<file path="config.mk">
export PLATFORM = sky130hd
export DESIGN_NAME = obstacle_avoid_drive_controller
export DESIGN_NICKNAME = d
export VERILOG_FILES = /design/src/rtl/oadc_pkg.sv /design/src/rtl/oadc_ram.sv /design/src/rtl/oadc_cfg_regs.sv /design/src/rtl/oadc_step.sv /design/src/rtl/obstacle_avoid_drive_controller.sv
export SDC_FILE = /design/constraint.sdc
export NUM_CORES = 1
export LEC_CHECK = 0
export ABC_CLOCK_PERIOD_IN_PS = 17100
export BUFFER_PORTS_ARGS = -buffer_cell sky130_fd_sc_hd__buf_2
export CAP_MARGIN = 10
export CORE_MARGIN = 2
export CORE_UTILIZATION = 30
export CTS_CLUSTER_SIZE = 30
export DETAILED_ROUTE_END_ITERATION = 7
export GPL_TIMING_DRIVEN = 0
export PLACE_DENSITY = 0.43
export SYNTH_ARGS = -nofsm -noshare
export SYNTH_HDL_FRONTEND = slang
export SYNTH_SLANG_ARGS = --single-unit
export TNS_END_PERCENT = 20
</file>
<file path="constraint.sdc">
create_clock -name clk -period 17.1 [get_ports clk]
set_clock_uncertainty 0.15 [all_clocks]
set_input_delay 1.71 -clock clk [delete_from_list [all_inputs] [get_ports clk]]
set_output_delay 1.71 -clock clk [all_outputs]
set_load 0.02 [all_outputs]
</file>
<file path="src/rtl/oadc_pkg.sv">
// Shared types, constants and helper functions of the obstacle avoiding drive controller.
package oadc_pkg;

  localparam int LOG_DEPTH_DEF = 256;

  localparam int NOW_W   = 32;
  localparam int DIST_W  = 14;
  localparam int DIR_W   = 4;
  localparam int BRUSH_W = 2;
  localparam int MB_W    = 3;
  localparam int THR_W   = 10;
  localparam int HOLD_W  = 16;
  localparam int DUTY_W  = 11;
  localparam int STATE_W = 3;
  localparam int MODE_W  = 2;
  localparam int CODE_W  = 2;

  localparam int IN_BITS    = NOW_W + 4 * DIST_W + DIR_W + BRUSH_W + MB_W;
  localparam int IN_TDATA_W = ((IN_BITS + 7) / 8) * 8;

  localparam int CFG_IDX_W  = 3;
  localparam int CFG_DATA_W = 16;

  typedef enum logic [CFG_IDX_W-1:0] {
    CFG_DANGER      = 3'd0,
    CFG_WARNING     = 3'd1,
    CFG_REAR_CLEAR  = 3'd2,
    CFG_TURN_HOLD   = 3'd3,
    CFG_REVERSE_HOLD = 3'd4,
    CFG_STOP_HOLD   = 3'd5
  } cfg_idx_t;

  localparam logic [THR_W-1:0]  DANGER_RST       = 10'd25;
  localparam logic [THR_W-1:0]  WARNING_RST      = 10'd45;
  localparam logic [THR_W-1:0]  REAR_CLEAR_RST   = 10'd20;
  localparam logic [HOLD_W-1:0] TURN_HOLD_RST    = 16'd600;
  localparam logic [HOLD_W-1:0] REVERSE_HOLD_RST = 16'd500;
  localparam logic [HOLD_W-1:0] STOP_HOLD_RST    = 16'd150;

  localparam logic signed [DUTY_W-1:0] DUTY_FWD  = 11'sd600;
  localparam logic signed [DUTY_W-1:0] DUTY_SLOW = 11'sd300;
  localparam logic signed [DUTY_W-1:0] DUTY_TURN = 11'sd700;
  localparam logic signed [DUTY_W-1:0] DUTY_BACK = 11'sd450;

  typedef enum logic [STATE_W-1:0] {
    ST_STOP  = 3'd0,
    ST_FWD   = 3'd1,
    ST_SLOW  = 3'd2,
    ST_LEFT  = 3'd3,
    ST_RIGHT = 3'd4,
    ST_BACK  = 3'd5
  } drv_state_t;

  typedef enum logic [MODE_W-1:0] {
    MD_MANUAL = 2'd0,
    MD_AUTO   = 2'd1,
    MD_RETURN = 2'd2
  } mode_t;

  typedef enum logic [CODE_W-1:0] {
    MV_FWD   = 2'd0,
    MV_BACK  = 2'd1,
    MV_LEFT  = 2'd2,
    MV_RIGHT = 2'd3
  } move_t;

  typedef struct packed {
    logic [THR_W-1:0]  danger;
    logic [THR_W-1:0]  warning;
    logic [THR_W-1:0]  rear_clear;
    logic [HOLD_W-1:0] turn_hold;
    logic [HOLD_W-1:0] reverse_hold;
    logic [HOLD_W-1:0] stop_hold;
  } cfg_t;

  typedef struct packed {
    drv_state_t       cur;
    mode_t            mode;
    logic [NOW_W-1:0] entry;
    logic             spk;
    logic             brush;
    logic [MB_W-1:0]  last_mb;
  } ctrl_t;

  function automatic move_t code_of_state(drv_state_t s);
    move_t c;
    case (s)
      ST_FWD:  c = MV_FWD;
      ST_BACK: c = MV_BACK;
      ST_LEFT: c = MV_LEFT;
      default: c = MV_RIGHT;
    endcase
    return c;
  endfunction

  function automatic drv_state_t inverse_of_code(move_t c);
    drv_state_t s;
    case (c)
      MV_FWD:  s = ST_BACK;
      MV_BACK: s = ST_FWD;
      MV_LEFT: s = ST_RIGHT;
      default: s = ST_LEFT;
    endcase
    return s;
  endfunction

  function automatic logic signed [DUTY_W-1:0] duty_left(drv_state_t s);
    logic signed [DUTY_W-1:0] d;
    case (s)
      ST_FWD:   d = DUTY_FWD;
      ST_SLOW:  d = DUTY_SLOW;
      ST_LEFT:  d = -DUTY_TURN;
      ST_RIGHT: d = DUTY_TURN;
      ST_BACK:  d = -DUTY_BACK;
      default:  d = '0;
    endcase
    return d;
  endfunction

  function automatic logic signed [DUTY_W-1:0] duty_right(drv_state_t s);
    logic signed [DUTY_W-1:0] d;
    case (s)
      ST_FWD:   d = DUTY_FWD;
      ST_SLOW:  d = DUTY_SLOW;
      ST_LEFT:  d = DUTY_TURN;
      ST_RIGHT: d = -DUTY_TURN;
      ST_BACK:  d = -DUTY_BACK;
      default:  d = '0;
    endcase
    return d;
  endfunction

endpackage

</file>
<file path="src/rtl/oadc_ram.sv">
// Generic single write port, single read port RAM with registered read data.
module oadc_ram #(
  parameter int WIDTH = 2,
  parameter int DEPTH = 256,
  localparam int AW = (DEPTH > 1) ? $clog2(DEPTH) : 1
) (
  input  logic             clk,
  input  logic             we,
  input  logic [AW-1:0]    waddr,
  input  logic [WIDTH-1:0] wdata,
  input  logic [AW-1:0]    raddr,
  output logic [WIDTH-1:0] rdata
);

  logic [WIDTH-1:0] mem [DEPTH];
  logic [WIDTH-1:0] rdata_r;

  always_ff @(posedge clk) begin
    if (we) begin
      mem[waddr] <= wdata;
    end
    rdata_r <= mem[raddr];
  end

  assign rdata = rdata_r;

endmodule

</file>
<file path="src/rtl/oadc_cfg_regs.sv">
// Configuration register file: thresholds and minimum hold times.
module oadc_cfg_regs (
  input  logic                               clk,
  input  logic                               rst_n,
  input  logic                               cfg_we,
  input  logic [oadc_pkg::CFG_IDX_W-1:0]     cfg_addr,
  input  logic [oadc_pkg::CFG_DATA_W-1:0]    cfg_wdata,
  output oadc_pkg::cfg_t                     cfg
);

  oadc_pkg::cfg_t cfg_r;

  always_ff @(posedge clk) begin
    if (!rst_n) begin
      cfg_r.danger       <= oadc_pkg::DANGER_RST;
      cfg_r.warning      <= oadc_pkg::WARNING_RST;
      cfg_r.rear_clear   <= oadc_pkg::REAR_CLEAR_RST;
      cfg_r.turn_hold    <= oadc_pkg::TURN_HOLD_RST;
      cfg_r.reverse_hold <= oadc_pkg::REVERSE_HOLD_RST;
      cfg_r.stop_hold    <= oadc_pkg::STOP_HOLD_RST;
    end else if (cfg_we) begin
      case (cfg_addr)
        oadc_pkg::CFG_DANGER:       cfg_r.danger       <= cfg_wdata[oadc_pkg::THR_W-1:0];
        oadc_pkg::CFG_WARNING:      cfg_r.warning      <= cfg_wdata[oadc_pkg::THR_W-1:0];
        oadc_pkg::CFG_REAR_CLEAR:   cfg_r.rear_clear   <= cfg_wdata[oadc_pkg::THR_W-1:0];
        oadc_pkg::CFG_TURN_HOLD:    cfg_r.turn_hold    <= cfg_wdata[oadc_pkg::HOLD_W-1:0];
        oadc_pkg::CFG_REVERSE_HOLD: cfg_r.reverse_hold <= cfg_wdata[oadc_pkg::HOLD_W-1:0];
        oadc_pkg::CFG_STOP_HOLD:    cfg_r.stop_hold    <= cfg_wdata[oadc_pkg::HOLD_W-1:0];
        default: ;
      endcase
    end
  end

  assign cfg = cfg_r;

endmodule

</file>
<file path="src/rtl/oadc_step.sv">
// Next-state logic for one control tick: mode buttons, drive decision, log push and pop.
module oadc_step #(
  parameter int LOG_DEPTH = oadc_pkg::LOG_DEPTH_DEF,
  localparam int CNT_W = $clog2(LOG_DEPTH + 1),
  localparam int AW = (LOG_DEPTH > 1) ? $clog2(LOG_DEPTH) : 1
) (
  input  oadc_pkg::cfg_t                            cfg,
  input  oadc_pkg::ctrl_t                           ctrl,
  input  logic [CNT_W-1:0]                          cnt,
  input  oadc_pkg::move_t                           top_code,
  input  logic [oadc_pkg::NOW_W-1:0]                now_ms,
  input  logic [oadc_pkg::DIST_W-1:0]               front_cm,
  input  logic [oadc_pkg::DIST_W-1:0]               rear_cm,
  input  logic [oadc_pkg::DIST_W-1:0]               left_cm,
  input  logic [oadc_pkg::DIST_W-1:0]               right_cm,
  input  logic [oadc_pkg::DIR_W-1:0]                direction_buttons,
  input  logic [oadc_pkg::BRUSH_W-1:0]              brush_buttons,
  input  logic [oadc_pkg::MB_W-1:0]                 mode_buttons,
  output oadc_pkg::ctrl_t                           ctrl_nxt,
  output logic [CNT_W-1:0]                          cnt_nxt,
  output logic                                      log_we,
  output logic [AW-1:0]                             log_addr,
  output oadc_pkg::move_t                           log_code,
  output logic                                      buzzer_on,
  output logic signed [oadc_pkg::DUTY_W-1:0]        left_duty,
  output logic signed [oadc_pkg::DUTY_W-1:0]        right_duty
);

  function automatic oadc_pkg::ctrl_t enter_st(oadc_pkg::ctrl_t c, oadc_pkg::drv_state_t nx,
                                               logic [oadc_pkg::NOW_W-1:0] t);
    oadc_pkg::ctrl_t r;
    r = c;
    if (nx != c.cur) begin
      r.cur   = nx;
      r.entry = t;
    end
    return r;
  endfunction

  logic [oadc_pkg::MB_W-1:0]  rise;
  logic [oadc_pkg::NOW_W-1:0] elapsed;
  logic                       hold_ok;
  logic                       df, dl, dr;
  logic                       go;
  oadc_pkg::drv_state_t       tgt;
  oadc_pkg::ctrl_t            v;
  logic [CNT_W-1:0]           c;

  assign df = front_cm < oadc_pkg::DIST_W'(cfg.danger);
  assign dl = left_cm  < oadc_pkg::DIST_W'(cfg.danger);
  assign dr = right_cm < oadc_pkg::DIST_W'(cfg.danger);

  always_comb begin
    rise     = mode_buttons & ~ctrl.last_mb;
    v        = ctrl;
    c        = cnt;
    go       = 1'b0;
    tgt      = oadc_pkg::ST_STOP;
    log_we   = 1'b0;
    log_addr = cnt[AW-1:0];
    log_code = oadc_pkg::MV_FWD;

    if (rise[0]) begin
      if (v.mode == oadc_pkg::MD_AUTO) begin
        v.mode = oadc_pkg::MD_MANUAL;
        v      = enter_st(v, oadc_pkg::ST_STOP, now_ms);
      end else begin
        v.mode = oadc_pkg::MD_AUTO;
        c      = '0;
      end
    end
    if (rise[1] && (c != '0)) begin
      v.mode = oadc_pkg::MD_RETURN;
      v      = enter_st(v, oadc_pkg::ST_STOP, now_ms);
    end
    if (rise[2]) begin
      v.spk = ~v.spk;
    end
    v.last_mb = mode_buttons;

    elapsed = now_ms - v.entry;
    case (v.cur)
      oadc_pkg::ST_LEFT,
      oadc_pkg::ST_RIGHT: hold_ok = elapsed >= oadc_pkg::NOW_W'(cfg.turn_hold);
      oadc_pkg::ST_BACK:  hold_ok = elapsed >= oadc_pkg::NOW_W'(cfg.reverse_hold);
      oadc_pkg::ST_STOP:  hold_ok = elapsed >= oadc_pkg::NOW_W'(cfg.stop_hold);
      default:            hold_ok = 1'b1;
    endcase

    case (v.mode)
      oadc_pkg::MD_AUTO: begin
        if (hold_ok) begin
          go = 1'b1;
          if (df || dl || dr) begin
            if ((v.cur == oadc_pkg::ST_FWD) || (v.cur == oadc_pkg::ST_SLOW)) begin
              tgt = oadc_pkg::ST_STOP;
            end else if (df || (dl && dr)) begin
              if ((left_cm > right_cm) && !dl) begin
                tgt = oadc_pkg::ST_LEFT;
              end else if ((right_cm > left_cm) && !dr) begin
                tgt = oadc_pkg::ST_RIGHT;
              end else if (rear_cm > oadc_pkg::DIST_W'(cfg.rear_clear)) begin
                tgt = oadc_pkg::ST_BACK;
              end else begin
                tgt = oadc_pkg::ST_STOP;
              end
            end else if (dl) begin
              tgt = oadc_pkg::ST_RIGHT;
            end else begin
              tgt = oadc_pkg::ST_LEFT;
            end
          end else if (front_cm < oadc_pkg::DIST_W'(cfg.warning)) begin
            tgt = oadc_pkg::ST_SLOW;
          end else begin
            tgt = oadc_pkg::ST_FWD;
          end
        end
      end
      oadc_pkg::MD_RETURN: begin
        if (hold_ok) begin
          if (c == '0) begin
            v      = enter_st(v, oadc_pkg::ST_STOP, now_ms);
            v.mode = oadc_pkg::MD_MANUAL;
          end else begin
            c   = c - CNT_W'(1);
            go  = 1'b1;
            tgt = oadc_pkg::inverse_of_code(top_code);
          end
        end
      end
      default: begin
        go = 1'b1;
        if (direction_buttons[0]) begin
          tgt = oadc_pkg::ST_FWD;
        end else if (direction_buttons[1]) begin
          tgt = oadc_pkg::ST_BACK;
        end else if (direction_buttons[2]) begin
          tgt = oadc_pkg::ST_LEFT;
        end else if (direction_buttons[3]) begin
          tgt = oadc_pkg::ST_RIGHT;
        end else begin
          tgt = oadc_pkg::ST_STOP;
        end
        if (brush_buttons[0]) begin
          v.brush = 1'b1;
        end
        if (brush_buttons[1]) begin
          v.brush = 1'b0;
        end
      end
    endcase

    if (go) begin
      if ((tgt != v.cur) && (v.mode == oadc_pkg::MD_AUTO) && (c < CNT_W'(LOG_DEPTH)) &&
          (tgt != oadc_pkg::ST_STOP) && (tgt != oadc_pkg::ST_SLOW)) begin
        log_we   = 1'b1;
        log_addr = c[AW-1:0];
        log_code = oadc_pkg::code_of_state(tgt);
        c        = c + CNT_W'(1);
      end
      v = enter_st(v, tgt, now_ms);
    end

    ctrl_nxt = v;
    cnt_nxt  = c;
  end

  assign buzzer_on = ctrl_nxt.spk &&
                     (df || dl || dr || (rear_cm < oadc_pkg::DIST_W'(cfg.danger)));
  assign left_duty  = oadc_pkg::duty_left(ctrl_nxt.cur);
  assign right_duty = oadc_pkg::duty_right(ctrl_nxt.cur);

endmodule

</file>
<file path="src/rtl/obstacle_avoid_drive_controller.sv">
// Top level of the obstacle avoiding drive controller: input register, state, move log, result register.
//
// Each input transaction is one control tick and yields exactly one result transaction. The block
// takes a new tick in every cycle while the result register is not stalled by out_tready: a tick
// is captured in the input register, the next-state logic runs on it in a single pass, and its
// result is loaded into the output register when that register is free or drained, which raises
// out_tvalid. The move log is a LOG_DEPTH x 2 RAM with a registered read; its top entry is read
// ahead after every tick (with a bypass of the entry just written), so a pop in return mode never
// waits. The log needs no clearing pass after reset. Configuration writes take effect at once and
// belong only to idle periods.
module obstacle_avoid_drive_controller #(
  parameter int LOG_DEPTH = oadc_pkg::LOG_DEPTH_DEF,
  localparam int CNT_W = $clog2(LOG_DEPTH + 1),
  localparam int OUT_BITS = oadc_pkg::STATE_W + 2 * oadc_pkg::DUTY_W + oadc_pkg::MODE_W + 2 + CNT_W,
  localparam int OUT_TDATA_W = ((OUT_BITS + 7) / 8) * 8
) (
  input  logic                                  clk,
  input  logic                                  rst_n,
  input  logic                                  in_tvalid,
  output logic                                  in_tready,
  // now_ms, front_cm, rear_cm, left_cm, right_cm, direction_buttons, brush_buttons, mode_buttons
  input  logic [oadc_pkg::IN_TDATA_W-1:0]       in_tdata,
  output logic                                  out_tvalid,
  input  logic                                  out_tready,
  // drive_state, left_duty, right_duty, mode_now, brush_running, buzzer_on, logged_moves
  output logic [OUT_TDATA_W-1:0]                out_tdata,
  input  logic                                  cfg_we,
  input  logic [oadc_pkg::CFG_IDX_W-1:0]        cfg_addr,
  input  logic [oadc_pkg::CFG_DATA_W-1:0]       cfg_wdata
);

  localparam int AW = (LOG_DEPTH > 1) ? $clog2(LOG_DEPTH) : 1;

  localparam int FRONT_LSB = oadc_pkg::NOW_W;
  localparam int REAR_LSB  = FRONT_LSB + oadc_pkg::DIST_W;
  localparam int LEFT_LSB  = REAR_LSB + oadc_pkg::DIST_W;
  localparam int RIGHT_LSB = LEFT_LSB + oadc_pkg::DIST_W;
  localparam int DIR_LSB   = RIGHT_LSB + oadc_pkg::DIST_W;
  localparam int BRUSH_LSB = DIR_LSB + oadc_pkg::DIR_W;
  localparam int MB_LSB    = BRUSH_LSB + oadc_pkg::BRUSH_W;

  oadc_pkg::cfg_t                     cfg;
  logic                               in_vld_r;
  logic [oadc_pkg::IN_TDATA_W-1:0]    in_data_r;
  logic                               out_vld_r;
  logic [OUT_TDATA_W-1:0]             out_data_r;
  oadc_pkg::ctrl_t                    ctrl_r;
  logic [CNT_W-1:0]                   cnt_r;
  logic                               byp_r;
  oadc_pkg::move_t                    byp_code_r;

  logic                               adv;
  oadc_pkg::ctrl_t                    step_ctrl;
  logic [CNT_W-1:0]                   step_cnt;
  logic                               step_we;
  logic [AW-1:0]                      step_addr;
  oadc_pkg::move_t                    step_code;
  logic                               step_buzzer;
  logic signed [oadc_pkg::DUTY_W-1:0] step_ld;
  logic signed [oadc_pkg::DUTY_W-1:0] step_rd;

  logic                               log_we;
  logic [CNT_W-1:0]                   cnt_nxt;
  logic [AW-1:0]                      raddr;
  logic [oadc_pkg::CODE_W-1:0]        ram_q;
  oadc_pkg::move_t                    top_code;
  logic                               byp_nxt;
  logic [OUT_TDATA_W-1:0]             out_data_nxt;

  oadc_cfg_regs u_cfg (
    .clk       (clk),
    .rst_n     (rst_n),
    .cfg_we    (cfg_we),
    .cfg_addr  (cfg_addr),
    .cfg_wdata (cfg_wdata),
    .cfg       (cfg)
  );

  assign adv       = in_vld_r && (!out_vld_r || out_tready);
  assign in_tready = !in_vld_r || adv;

  oadc_step #(
    .LOG_DEPTH (LOG_DEPTH)
  ) u_step (
    .cfg               (cfg),
    .ctrl              (ctrl_r),
    .cnt               (cnt_r),
    .top_code          (top_code),
    .now_ms            (in_data_r[oadc_pkg::NOW_W-1:0]),
    .front_cm          (in_data_r[FRONT_LSB +: oadc_pkg::DIST_W]),
    .rear_cm           (in_data_r[REAR_LSB +: oadc_pkg::DIST_W]),
    .left_cm           (in_data_r[LEFT_LSB +: oadc_pkg::DIST_W]),
    .right_cm          (in_data_r[RIGHT_LSB +: oadc_pkg::DIST_W]),
    .direction_buttons (in_data_r[DIR_LSB +: oadc_pkg::DIR_W]),
    .brush_buttons     (in_data_r[BRUSH_LSB +: oadc_pkg::BRUSH_W]),
    .mode_buttons      (in_data_r[MB_LSB +: oadc_pkg::MB_W]),
    .ctrl_nxt          (step_ctrl),
    .cnt_nxt           (step_cnt),
    .log_we            (step_we),
    .log_addr          (step_addr),
    .log_code          (step_code),
    .buzzer_on         (step_buzzer),
    .left_duty         (step_ld),
    .right_duty        (step_rd)
  );

  // The read port always fetches the entry below the count that the next tick will see.
  assign log_we   = adv && step_we;
  assign cnt_nxt  = adv ? step_cnt : cnt_r;
  assign raddr    = AW'(cnt_nxt - CNT_W'(1));
  assign byp_nxt  = log_we && (step_addr == raddr);
  assign top_code = byp_r ? byp_code_r : oadc_pkg::move_t'(ram_q);

  oadc_ram #(
    .WIDTH (oadc_pkg::CODE_W),
    .DEPTH (LOG_DEPTH)
  ) u_log (
    .clk   (clk),
    .we    (log_we),
    .waddr (step_addr),
    .wdata (step_code),
    .raddr (raddr),
    .rdata (ram_q)
  );

  assign out_data_nxt = OUT_TDATA_W'({step_cnt, step_buzzer, step_ctrl.brush, step_ctrl.mode,
                                      step_rd, step_ld, step_ctrl.cur});

  always_ff @(posedge clk) begin
    if (!rst_n) begin
      in_vld_r  <= 1'b0;
      out_vld_r <= 1'b0;
      ctrl_r    <= '{cur: oadc_pkg::ST_STOP, mode: oadc_pkg::MD_MANUAL, entry: '0,
                     spk: 1'b0, brush: 1'b0, last_mb: '0};
      cnt_r     <= '0;
      byp_r     <= 1'b0;
    end else begin
      if (in_tvalid && in_tready) begin
        in_vld_r <= 1'b1;
      end else if (adv) begin
        in_vld_r <= 1'b0;
      end
      if (adv) begin
        out_vld_r <= 1'b1;
        ctrl_r    <= step_ctrl;
      end else if (out_tready) begin
        out_vld_r <= 1'b0;
      end
      cnt_r <= cnt_nxt;
      byp_r <= byp_nxt;
    end
  end

  always_ff @(posedge clk) begin
    if (in_tvalid && in_tready) begin
      in_data_r <= in_tdata;
    end
    if (adv) begin
      out_data_r <= out_data_nxt;
    end
    byp_code_r <= step_code;
  end

  assign out_tvalid = out_vld_r;
  assign out_tdata  = out_data_r;

  a_cnt_bound: assert property (@(posedge clk) disable iff (!rst_n)
    cnt_r <= CNT_W'(LOG_DEPTH))
    else $error("move count exceeds log depth");

  a_push_room: assert property (@(posedge clk) disable iff (!rst_n)
    log_we |-> (step_cnt != '0) && (step_cnt <= CNT_W'(LOG_DEPTH)))
    else $error("log push with full log");

  a_push_auto: assert property (@(posedge clk) disable iff (!rst_n)
    log_we |-> (step_ctrl.mode == oadc_pkg::MD_AUTO) &&
               (step_cnt == CNT_W'(step_addr) + CNT_W'(1)))
    else $error("log push outside auto mode or without count increment");

  a_result_follows: assert property (@(posedge clk) disable iff (!rst_n)
    adv |=> out_vld_r && (cnt_r == out_data_r[OUT_BITS-1 -: CNT_W]))
    else $error("processed tick did not produce a matching result");

endmodule
</file>
* Word-level counts from Yosys, hierarchy flattened
Memory sizes are Yosys's and may differ from the RTL's. A register that Yosys moved wholly into a read port is not among the register bits. Index checks and enable logic that the tools add are counted.
Storage, ports and cells: memories 1, flip-flop bits (word level) 269, bits of input ports 128, logic and storage cells 176, RAM bits 512
Cells by class: eq/ne operators 27, order comparisons 12, reduce and logical (&&, ||, !) cells 42, multiplexer cells 68, add/subtract/negate cells 4, bitwise gates (word level) 3
Memory list:
- u_log.mem | words 256, bits a word 2, read ports 1, clocked after Yosys merged registers in 1, wr ports 1, RTL line oadc_ram.sv:15 | logic [WIDTH-1:0] mem [DEPTH];
Operator list (number):
- 42-bit two-way mux | 5
- 32-bit two-way mux | 4
- 11-bit one-hot mux with 5 select lines | 2
- 32-bit by 16-bit greater-or-equal comparator with 1-bit output | 3
- 9-bit two-way mux | 8
- 14-bit by 10-bit < comparator with 1-bit output | 5
- 3-bit two-way mux | 20
- 38-bit two-way mux | 1
- 37-bit two-way mux | 1
- 32-bit subtractor | 1
- 14-bit greater-than comparator | 2
- 3-bit by 2-bit == test with 1-bit output, second input constant | 7
- 3-bit == test, second input constant | 7
- 8-bit two-way mux | 2
- 1-bit two-way mux | 15
- 14-bit by 10-bit greater-than comparator with 1-bit output | 1
- 1-bit logical AND | 13
- 3-bit by 1-bit == test with 1-bit output, second input constant | 4
- 2-bit AND reduction | 6
- 3-bit nonzero test | 4
- 9-bit by 1-bit adder with 9-bit output, second input constant | 1
- 9-bit zero test | 1
- 9-bit < comparator, second input constant | 1
- 3-bit one-hot mux with 3 select lines | 1
- other kinds (22) | 41

* Longest topological paths before layout
Gate-level depths: netlist (run 1).
depth after elaboration 24, gate-level depth with buffers 56, depth with buffers taken out 45

* Hierarchy
From an unflattened synthesis (run 1), not the netlist that was laid out.
Second synthesis, totals: cells, all modules 3084, area total of the unflattened synthesis 38549.5 µm²
By module, submodules not included:
- oadc_ram | area each 21381.8 µm², cells each 1242, instances 1
- oadc_step | area each 7423.4 µm², cells each 1093, instances 1
- obstacle_avoid_drive_controller | area each 6749.0 µm², cells each 461, instances 1
- oadc_cfg_regs | area each 2995.4 µm², cells each 288, instances 1

* Worst setup path before layout (run 1)
OpenSTA, ideal clock, no wires.
path kind flip-flop to flip-flop, start register in_data_r[94] (netlist bit), end memory u_log.mem[0][1], data pin, cell stages (with the launch flop) 40, slack -551 ps, data arrival time 15924 ps, period minus slack after synthesis 17651 ps, path buffers 10, path through edfxtp_1 nor2b_1 o21ai_1 clkbuf_1 nand2_1 ha_1 nor3b_1 o21ai_4 o21ai_2 clkbuf_1 clkbuf_1 mux2i_1 ha_1 clkbuf_1 nand4_1 or3_1 a221oi_1 nor3_1 [4 not listed] o2111ai_1 a41oi_1 nor4_1 or4_1 or4_1 or4_4 or3_1 buf_6 a41oi_2 o21ai_2 or2_1 buf_6 nand2b_4 buf_6 clkbuf_1 clkbuf_1 clkbuf_1 a21oi_1
Between the ends: word-level cells in the longest chain between the ends 18, elaborated cells between the ends (all ways) 59
RTL lines:
- from (decl) | RTL line obstacle_avoid_drive_controller.sv:44 | logic [oadc_pkg::IN_TDATA_W-1:0] in_data_r;
- from (signal assigned) | RTL line obstacle_avoid_drive_controller.sv:156 | in_data_r <= in_tdata;
- 3-bit AND * | RTL line oadc_step.sv:54 | rise = mode_buttons & ~ctrl.last_mb;
- parallel branches: the longest is 16 deep, another holds 32-bit subtractor
- 2-bit two-way mux * | RTL line oadc_step.sv:153 | if (go) begin
- via step_code[1] | RTL line obstacle_avoid_drive_controller.sv:57 | oadc_pkg::move_t step_code;
- to (decl) | RTL line oadc_ram.sv:15
Mark *: on every way through the listed nets, which the timed path passes.

* Worst setup path after layout (run 1)
start register in_data_r[94] (netlist bit), end register u_log.rdata_r[1] (netlist: u_log.rdata[1]) (read register of u_log.mem)
Between the ends: word-level cells in the longest chain between the ends 20, elaborated cells between the ends (all ways) 58
RTL lines:
- 3-bit AND * | RTL line oadc_step.sv:54
- parallel branches: the longest is 16 deep, another holds 32-bit subtractor
- 9-bit two-way mux * | RTL line oadc_step.sv:153
- 9-bit two-way mux * | RTL line obstacle_avoid_drive_controller.sv:109 | assign cnt_nxt = adv ? step_cnt : cnt_r;
- 8-bit by 1-bit subtractor with 8-bit output * | RTL line obstacle_avoid_drive_controller.sv:110 | assign raddr = AW'(cnt_nxt - CNT_W'(1));
- to (decl) | RTL line oadc_ram.sv:16 | logic [WIDTH-1:0] rdata_r;
Mark *: on every way between the ends. A chain may end at the register's enable or synchronous reset.

==> results.json, run 1 <==
{
  "critPathKind": "reg -> reg",
  "min_period_ns": 16.25,
  "track_usage": 0.200,
  "grt_start_max_net_pins": 74,
  "cp_top_family": "compound AO/OA/AOI/OAI gates",
  "synthesis.area_um2": 38300,
  "placed_cells": 5015,
  "crit_required_ns": 17.47,
  "max_stage_delay_ns": 0.63,
  "fin_cells": 5182,
  "min_path_type": "reg -> reg",
  "synth_top_family_by_area": "simple AND/OR/NAND/NOR gates",
  "fin_area_um2": 44800,
  "status": "complete, no violations",
  "ys.flop_type": "edfxtp_1",
  "dpl-instance-area_um2": 41700,
  "tightestPinTransition_ns": 1.32,
  "p_per_area_nw_per_um2": 109,
  "netlist_top_cells_area": "edfxtp_1, dfxtp_1, mux4_2",
  "die_x_um": 361,
  "cp.depth": 49,
  "synthSimpleGateAreaFrac": 0.132,
  "drt_first_pass_iters": 6,
  "worstSetupStartpointType": "flop",
  "root_buffer": "clkbuf_16",
  "drc": 0,
  "die_area_um2": 131000,
  "crit_buf_inv": 11,
  "cts_max_level": 3,
  "period_share": 0.950,
  "cp_slowest_cell": "o31ai_2",
  "slew-limit-headroom": 0.114,
  "netlist-cell-type-count": 112,
  "synth_xor_area_frac": 0.00983,
  "finalSetupViolCount": 0,
  "syn_inst": 3174,
  "clockBufferDepth": 3,
  "die_h_um": 361,
  "num_rows": 131,
  "hold_buffers": 0,
  "drt_wl_total_um": 132000,
  "r2r_cells": 49,
  "vias": 27000,
  "synth_adder_area_share": 0.0502,
  "synth_compound_area_frac": 0.105,
  "area_growth_pct": 16.8,
  "worst-path-max-fanout": 10,
  "finalHoldWorstSlack_ns": 0.313,
  "cap_violations": 0,
  "cp-end-kind": "flop",
  "syn_area_per_cell_um2": 12.1,
  "muxShareOfSynthArea": 0.0939,
  "ir_worst_vdd_uv": 74.8,
  "ys_seq_elements": 777,
  "max_freq_mhz": 61.6,
  "antenna_found_initial": 5,
  "grt_overflow": 0,
  "synthArstFlopShare": 0,
  "grt_pass1_wl_um": 190000,
  "min_path_cells": 2,
  "coreArea_um2": 127000,
  "initial_core_util": 0.301,
  "routed_via_density": 5.21,
  "insertion_delay_ns": 0.72,
  "yosysWarnings": 0,
  "place_congestion": 0.901,
  "hold_viol": 0,
  "p_leak_uw": 0.0158,
  "slew_violations": 0,
  "drive_gt1_frac": 0.161,
  "rsz0062_at_grt": "no",
  "yosys.area.top_type": "edfxtp_1",
  "cts_tree": "yes",
  "synth_edf_count": 641,
  "cts_buffers": 89,
  "synthTopCellsByCount": "edfxtp_1, nor2_1, nand2_1",
  "fin_nets": 3728,
  "arrival_ns": 16.61,
  "grt_pass1_vias": 26700,
  "synth_top_area_frac": 0.502,
  "yosysSeqAreaShare": 0.573,
  "synthMostInstantiatedCell": "edfxtp_1",
  "wl_per_cell_um": 25.5,
  "clk_pin_slew_ns": 0.06,
  "utilization": 0.352,
  "place_hpwl_um": 96200,
  "portBuffers": 157,
  "postRouteAntennaNets": 0,
  "drtIter0Drc": 2397,
  "setup_tns_ns": 0,
  "ios": 170,
  "clock_sinks": 777
}
[metal layers]
layer	vias up	routed length [µm]	global-route usage
li1	12400	-	-
met1	13600	61100	0.282
met2	857	59800	0.314
met3	148	8250	0.0340
met4	0	2810	0.0559
met5	-	0	0
[registers in the layout, summed over array words and instances, names as in the netlist]
| name | flops |
|---|---|
| u_log.mem | 512 |
| in_data_r | 97 |
| u_cfg.cfg | 78 |
| ctrl_r | 42 |
| out_tdata | 32 |
| cnt_r | 9 |
| byp_code_r | 2 |
| u_log.rdata | 2 |
| byp_r | 1 |
| in_vld_r | 1 |
| out_tvalid | 1 |
[cells by family after synthesis]
logic type	Yosys count
AND/OR/NAND/NOR	1093
flip-flops	777
AO/OA/AOI/OAI	563
buffers and inverters	306
multiplexers	238
adder cells (fa/ha/maj)	153
XOR/XNOR	43
other	1
[tightest hold or removal path: stages (launching register included)]
cell and delay (ns):
dfxtp_1 0.30, nand2_1 0.05, a21boi_0 0.06
[stage by stage]
step / total power, µW / worst slack [ns]
after floorplan: 2650 / 3.10
after global placement: 2970 / -4.93
after detailed placement: 2970 / -1.32
after CTS: 4940 / 0.00877
after global routing: 5080 / 0.0469
final: 4900 / 0.853
[layout by cell type, fill, tap and decap left out, drive strengths merged, types with 10 or more instances in the layout]
cell     synthesis  layout
a2111oi         12      12
a211o           13      13
a211oi          35      35
a21boi          69      69
a21o            42      42
a21oi          112     112
a221oi          11      11
a31oi           22      22
and2            21      21
and3            16      16
buf             69     246
clkbuf         110     225
clkinv           1      33
dfxtp          136     136
edfxtp         641     641
ha             152     152
inv            126     129
mux2            10      10
mux2i          132     132
mux4            96      96
nand2          343     343
nand2b          26      26
nand3           54      54
nand4           47      47
nor2           382     382
nor2b           60      60
nor3            45      45
nor4            20      20
o211ai          37      37
o21a            18      18
o21ai           80      80
o311ai          10      10
or2             23      23
or3             25      25
xnor2           28      28
xor2            15      15
[power by group]
group	internal [µW]	switching, µW
Clock	1130	832
Combinational	283	527
Sequential	2100	21.0
Total	3520	1380
[worst paths after layout]
| kind | end | start | slack [ns] |
|---|---|---|---|
| setup / recovery | u_log.rdata[1] | in_data_r[94] | 0.85 |
| hold / removal | u_cfg.cfg[9] | u_cfg.cfg[9] | 0.31 |
| setup reg to reg | u_log.rdata[1] | in_data_r[94] | 0.85 |
| hold reg to reg | u_cfg.cfg[9] | u_cfg.cfg[9] | 0.31 |
[timing repair]
| item | CTS | global route |
|---|---|---|
| pin swaps | 0 | 1 |
| gates resized for setup | 12 | 20 |
| buffers inserted | 0 | 2 |
| setup endpoints to repair | 3 | 3 |
| gates cloned | 0 | 0 |
[area by class of cell]
| type | instances | area (µm²) |
|---|---|---|
| flip-flops and latches | 777 | 22000 |
| plain buffers | 179 | 906 |
| well taps | 1662 | 2080 |
| diodes | 1 | 2.50 |
| inverters | 127 | 477 |
| fillers | 12600 | 82400 |
| repair buffers | 179 | 1240 |
| multi-input cells | 2094 | 15100 |
| clock buffers | 114 | 2370 |
| clock inverters | 49 | 624 |
Power figures use the tool's default switching activity.
==> run 2, diff against run 1 <==
--- a/config.mk
+++ b/config.mk
@@ -5,7 +5,7 @@
 export SDC_FILE = /design/constraint.sdc
 export NUM_CORES = 1
 export LEC_CHECK = 0
-export ABC_CLOCK_PERIOD_IN_PS = 17100
+export ABC_CLOCK_PERIOD_IN_PS = 19870
 export BUFFER_PORTS_ARGS = -buffer_cell sky130_fd_sc_hd__buf_2
 export CAP_MARGIN = 10
 export CORE_MARGIN = 2
@@ -13,8 +13,9 @@
 export CTS_CLUSTER_SIZE = 30
 export DETAILED_ROUTE_END_ITERATION = 7
 export GPL_TIMING_DRIVEN = 0
-export PLACE_DENSITY = 0.43
+export PLACE_DENSITY = 0.42
 export SYNTH_ARGS = -nofsm -noshare
 export SYNTH_HDL_FRONTEND = slang
+export SYNTH_HIERARCHICAL = 1
 export SYNTH_SLANG_ARGS = --single-unit
 export TNS_END_PERCENT = 20
==> constraint.sdc (replaced) <==
create_clock -name clk -period 19.87 [get_ports clk]
set_clock_uncertainty 0.15 [all_clocks]
set_input_delay 1.987 -clock clk [delete_from_list [all_inputs] [get_ports clk]]
set_output_delay 1.987 -clock clk [all_outputs]
set_load 0.02 [all_outputs]
==> results.json, run 2 <==
{
  "status": "complete, no violations",
  "period_share": 0.918,
  "drt_wl_total_um": 129000,
  "die_x_um": 362,
  "drive_gt1_frac": 0.158,
  "synthesis.area_um2": 38500,
  "num_rows": 131,
  "p_int_uw": 3130,
  "hold_start": "u_cfg/cfg[51]",
  "arrival_ns": 18.65,
  "place_hpwl_um": 94300,
  "synthArstFlopShare": 0,
  "cts_max_level": 3,
  "place_congestion": 0.880,
  "met3_length_um": 8040,
  "critPathKind": "reg -> reg",
  "regArea_um2": 22200,
  "yosysSeqAreaShare": 0.575,
  "portBuffers": 159,
  "area_growth_pct": 17.3,
  "wl_met1_um": 61900,
  "yosysWarnings": 6,
  "synthMostInstantiatedCell": "edfxtp_1",
  "cts_tree": "yes",
  "min_period_ns": 18.24,
  "grt_overflow": 0,
  "min_path_cells": 2,
  "drc": 0,
  "reg2reg_to": "u_log/rdata[1]",
  "clock_sinks": 783,
  "routed_via_density": 5.14,
  "r2r_cells": 51,
  "netSwitchingFraction": 0.276,
  "worstHoldEndpoint": "u_cfg/cfg[51]",
  "slew-limit-headroom": 0.0718,
  "clockBufferDepth": 3,
  "die_h_um": 362,
  "yosys.area.top_type": "edfxtp_1",
  "rsz0062_at_grt": "no",
  "insertion_delay_ns": 0.72,
  "ys.flop_type": "edfxtp_1",
  "postRouteAntennaNets": 0,
  "nFillCells": 12600,
  "track_usage": 0.196,
  "worstSetupStartpointType": "flop",
  "finalSetupViolCount": 0,
  "die_area_um2": 131000,
  "ff2ff_setup_slack_ns": 1.63,
  "drt_first_pass_iters": 5,
  "post_cts_resized": 0,
  "cts_buffers": 94,
  "slew_violations": 0,
  "root_buffer": "clkbuf_16",
  "hold_buffers": 0,
  "cap_violations": 0,
  "min_path_type": "reg -> reg",
  "hold_viol": 0,
  "p_per_area_nw_per_um2": 95.6,
  "ir_worst_vdd_uv": 68.3,
  "regMostFlops": "u_log/mem",
  "synthTopCellsByCount": "edfxtp_1, nor2_1, nand2_1",
  "top_layer_used": "met5",
  "syn_area_per_cell_um2": 12.5,
  "ys_seq_elements": 783,
  "utilization": 0.355,
  "tightestPinTransition_ns": 1.37,
  "netlist-cell-type-count": 109,
  "clk_pin_slew_ns": 0.06,
  "startpoint": "in_data_r[94]",
  "vias": 26300,
  "synth_top_area_frac": 0.504,
  "grt_pass1_vias": 26200,
  "ios": 170,
  "grt_start_max_net_pins": 57,
  "wl_per_cell_um": 25.3,
  "layout_commonest_cell": "edfxtp_1",
  "cts_setup_buffers": 0,
  "synth_edf_count": 647,
  "worst-path-max-fanout": 10,
  "largest_reg_flops": 512,
  "coreArea_um2": 128000,
  "mostFrequentLayoutCells": "edfxtp_1, nor2_1, nand2_1, buf_2, mux2i_1",
  "fin_nets": 3651,
  "max_stage_delay_ns": 0.90,
  "p_clk_frac": 0.418,
  "placed_cells": 4937,
  "multi_input_area_um2": 14900,
  "cp-end-kind": "flop",
  "p_switching_uw": 1190,
  "fin_cells": 5114,
  "drtIter0Drc": 2263,
  "reg2reg_from": "in_data_r[94]",
  "p_comb_frac": 0.156,
  "netlist_top_cells_area": "edfxtp_1, dfxtp_1, ha_1",
  "wl_met2_um": 56300,
  "max_freq_mhz": 54.8,
  "crit_required_ns": 20.28,
  "power_frac_seq": 0.425,
  "grt_pass1_wl_um": 186000,
  "initial_core_util": 0.302,
  "antenna_found_initial": 10,
  "syn_inst": 3084,
  "cp_slowest_cell": "mux2i_1",
  "p_leak_uw": 0.0164
}
## run 2: cell types whose count changed after synthesis, sizes merged, moves of 12 or more
| cell | delta |
|---|---|
| a21boi | -15 |
| a21oi | -24 |
| mux2i | +44 |
| nand2 | -34 |
| nand4 | -13 |
| nor2 | -35 |
| nor2b | +13 |
| nor3 | -22 |
| o211ai | -22 |
| o21ai | +32 |
| o221ai | +15 |
| or2 | -15 |
| or3 | -12 |
## run 2: worst max-delay path, delay by kind of cell (launching register included)
kind | cells | cell delay [ns]
flip-flops | 1 | 0.54
buffers and inverters | 9 | 3.41
XOR/XNOR | 3 | 1.39
multiplexers | 2 | 1.13
AND/OR/NAND/NOR | 19 | 6.07
AO/OA/AOI/OAI | 15 | 4.25
adder cells (fa/ha/maj) | 3 | 1.05
## run 2: kinds of logic after synthesis
group                      Yosys count  synth area share
DFF                                783             0.575
adders and majority gates          154            0.0500
and+or+nand+nor                    980             0.119
buffers and inverters              303            0.0390
xor gates and xnor gates            52            0.0118
other                                2          0.000195
AOI/OAI and AO/OA                  514            0.0926
muxes                              296             0.112
## run 2: through the flow
step	total power [µW]	hold slack (ns)	area (µm²)	TNS, ns	worst slack, ns
floorplan	2280	0.285	38600	0	4.21
global placement	2550	0.295	41400	-3194.92	-7.17
detailed placement	2550	0.298	42000	0	1.97
CTS	4370	0.308	45200	0	1.90
global route	4490	0.322	45200	0	1.00
finish	4320	0.306	45200	0	1.63
## run 2: power groups by stage
stage                     combinational (µW)  sequential, µW  clock, µW
final                                    676            1840       1810
after global routing                     729            1840       1920
after CTS                                676            1840       1860
after detailed placement                 673            1870          0
after global placement                   655            1900          0
after floorplan                          399            1880          0
## run 2: area by class of cell
cell class,instances,area share
Timing Repair Buffer,189,0.0296
Tap cell,1662,0.0460
Buffer,181,0.0232
Antenna cell,3,0.000166
Inverter,122,0.0101
Sequential cell,783,0.490
Clock inverter,63,0.0167
Clock buffer,111,0.0543
Multi-Input combinational cell,2000,0.330
## run 2: layer usage
| layer | GRT usage | vias up |
|---|---|---|
| met5 | 0 | - |
| met4 | 0.0487 | 6 |
| met3 | 0.0401 | 180 |
| met2 | 0.296 | 762 |
| met1 | 0.284 | 13200 |
| li1 | - | 12200 |
## run 2: worst max path at each step
stage | end | slack (ns) | cells after the start
floorplan | u_log/mem[0][1] | 4.21 | 37
global placement | u_log/mem[138][1] | -7.17 | 37
detailed placement | u_log/rdata[1] | 1.97 | 51
CTS | u_log/rdata[1] | 1.90 | 51
global route | u_log/rdata[1] | 1.00 | 51
finish | u_log/rdata[1] | 1.63 | 51
==> run 3, diff against run 2 <==
--- a/config.mk
+++ b/config.mk
@@ -5,15 +5,15 @@
 export SDC_FILE = /design/constraint.sdc
 export NUM_CORES = 1
 export LEC_CHECK = 0
-export ABC_CLOCK_PERIOD_IN_PS = 19870
+export ABC_CLOCK_PERIOD_IN_PS = 15740
 export BUFFER_PORTS_ARGS = -buffer_cell sky130_fd_sc_hd__buf_2
 export CAP_MARGIN = 10
 export CORE_MARGIN = 2
-export CORE_UTILIZATION = 30
+export CORE_UTILIZATION = 56
 export CTS_CLUSTER_SIZE = 30
 export DETAILED_ROUTE_END_ITERATION = 7
 export GPL_TIMING_DRIVEN = 0
-export PLACE_DENSITY = 0.42
+export PLACE_DENSITY = 0.73
 export SYNTH_ARGS = -nofsm -noshare
 export SYNTH_HDL_FRONTEND = slang
 export SYNTH_HIERARCHICAL = 1
==> constraint.sdc (replaced) <==
create_clock -name clk -period 15.74 [get_ports clk]
set_clock_uncertainty 0.15 [all_clocks]
set_input_delay 1.574 -clock clk [delete_from_list [all_inputs] [get_ports clk]]
set_output_delay 1.574 -clock clk [all_outputs]
set_load 0.02 [all_outputs]
==> results.json, run 3 (synthesis results as in run 2) <==
{
  "track_usage": 0.314,
  "mostFrequentLayoutCells": "edfxtp_1, nor2_1, nand2_1, buf_2, mux2i_1",
  "hold_buffers": 0,
  "cts_buffers": 82,
  "clk_pin_slew_ns": 0.06,
  "p_per_area_nw_per_um2": 117,
  "p_leak_uw": 0.0162,
  "min_period_ns": 14.95,
  "regMostFlops": "u_log/mem",
  "fin_nets": 3634,
  "crit_required_ns": 16.09,
  "insertion_delay_ns": 0.64,
  "period_share": 0.950,
  "rsz0062_at_grt": "no",
  "max_stage_delay_ns": 0.79,
  "clockBufferDepth": 3,
  "initial_core_util": 0.564,
  "place_hpwl_um": 80000,
  "drt_wl_total_um": 111000,
  "nFillCells": 5019,
  "cp-end-kind": "flop",
  "cp_slowest_cell": "or4b_2",
  "dpl-instance-area_um2": 40900,
  "placed_cells": 4150,
  "grt_start_max_net_pins": 74,
  "ios": 170,
  "die_h_um": 266,
  "arrival_ns": 15.30,
  "cts_max_level": 3,
  "grt_pass1_wl_um": 166000,
  "num_rows": 96,
  "fin_area_um2": 43800,
  "die_x_um": 266,
  "clock_sinks": 783,
  "slew_violations": 0,
  "place_congestion": 0.948,
  "postRouteAntennaNets": 0,
  "max_freq_mhz": 66.9,
  "root_buffer": "clkbuf_16",
  "coreArea_um2": 68300,
  "area_growth_pct": 13.6,
  "min_path_type": "reg -> reg",
  "wl_per_cell_um": 25.8,
  "largest_reg_flops": 512,
  "portBuffers": 159,
  "worstSetupStartpointType": "flop",
  "drtIter0Drc": 3636,
  "cts_tree": "yes",
  "ir_worst_vdd_uv": 87.7,
  "routed_via_density": 6.43,
  "hold_viol": 0,
  "grt_pass1_vias": 27100,
  "vias": 27700,
  "slew-limit-headroom": 0.211,
  "worst-path-max-fanout": 10,
  "drt_first_pass_iters": 8,
  "utilization": 0.641,
  "die_area_um2": 71000,
  "finalSetupViolCount": 0,
  "antenna_found_initial": 2,
  "critPathKind": "reg -> reg",
  "fin_cells": 4301,
  "diodes": 0,
  "drc": 0,
  "status": "complete, no violations",
  "drive_gt1_frac": 0.160,
  "tightestPinTransition_ns": 1.18,
  "cap_violations": 0,
  "grt_overflow": 0,
  "layout_commonest_cell": "edfxtp_1"
}
[run 3: worst max-delay path: cells and delay by family, from the launching register on]
family / cells / cell delay, ns
compound gates: 15 / 3.98
simple gates: 16 / 4.19
flops: 1 / 0.51
xor+xnor: 3 / 0.99
fa+ha+maj: 3 / 0.97
buf+inv: 9 / 2.92
mux: 4 / 1.05
[run 3: cell type report]
type                       instances  area (µm²)  share of cell area
multi-input combinational       2000       15000               0.342
tap                              882        1100              0.0252
inverter                         122         458              0.0105
clock buffer                     105        2280              0.0522
buffer                           180        1050              0.0241
timing repair buffer             185        1260              0.0288
sequential                       783       22200               0.506
clock inverter                    44         489              0.0112
[run 3: final timing paths]
path / startpoint / endpoint / slack (ns) / cells past startpoint
hold reg to reg: u_cfg/cfg[17] / u_cfg/cfg[17] / 0.31 / 2
setup / recovery: in_data_r[94] / u_log/rdata[0] / 0.79 / 50
hold / removal: u_cfg/cfg[17] / u_cfg/cfg[17] / 0.31 / 2
setup reg to reg: in_data_r[94] / u_log/rdata[0] / 0.79 / 50
[run 3: report_power, final]
| group | internal [µW] | leakage [µW] | total, µW | switching, µW |
|---|---|---|---|---|
| clock | 1160 | 0.00137 | 1980 | 817 |
| combinational | 303 | 0.00775 | 830 | 527 |
| sequential | 2300 | 0.00713 | 2320 | 21.8 |
| total | 3770 | 0.0162 | 5130 | 1370 |
[run 3: what timing repair did]
action / 4_1_cts / 5_1_grt
endpoints found under the hold margin: 0 / 0
pin swaps: 0 / 1
setup buffers: 0 / 3
endpoints found under the setup margin: 2 / 2
gates resized for setup: 6 / 28
[run 3: stage by stage]
step / total power (µW) / hold slack, ns / setup slack (ns) / setup TNS, ns
floorplan: 2880 / 0.285 / 0.0790 / 0
global placement: 3140 / 0.295 / -7.58 / -3473.82
detailed placement: 3160 / 0.302 / -0.511 / -0.921
CTS: 5130 / 0.310 / 0.0880 / 0
global route: 5280 / 0.331 / 0.132 / 0
finish: 5130 / 0.307 / 0.791 / 0
[run 3: metal layers]
| metal | track usage | share of wire | up-vias | wire, µm |
|---|---|---|---|---|
| li1 | - | - | 12100 | - |
| met1 | 0.432 | 0.40 | 13600 | 44100 |
| met2 | 0.482 | 0.45 | 1651 | 49600 |
| met3 | 0.0765 | 0.11 | 316 | 12500 |
| met4 | 0.124 | 0.043 | 0 | 4810 |
| met5 | 0 | 0 | - | 0 |
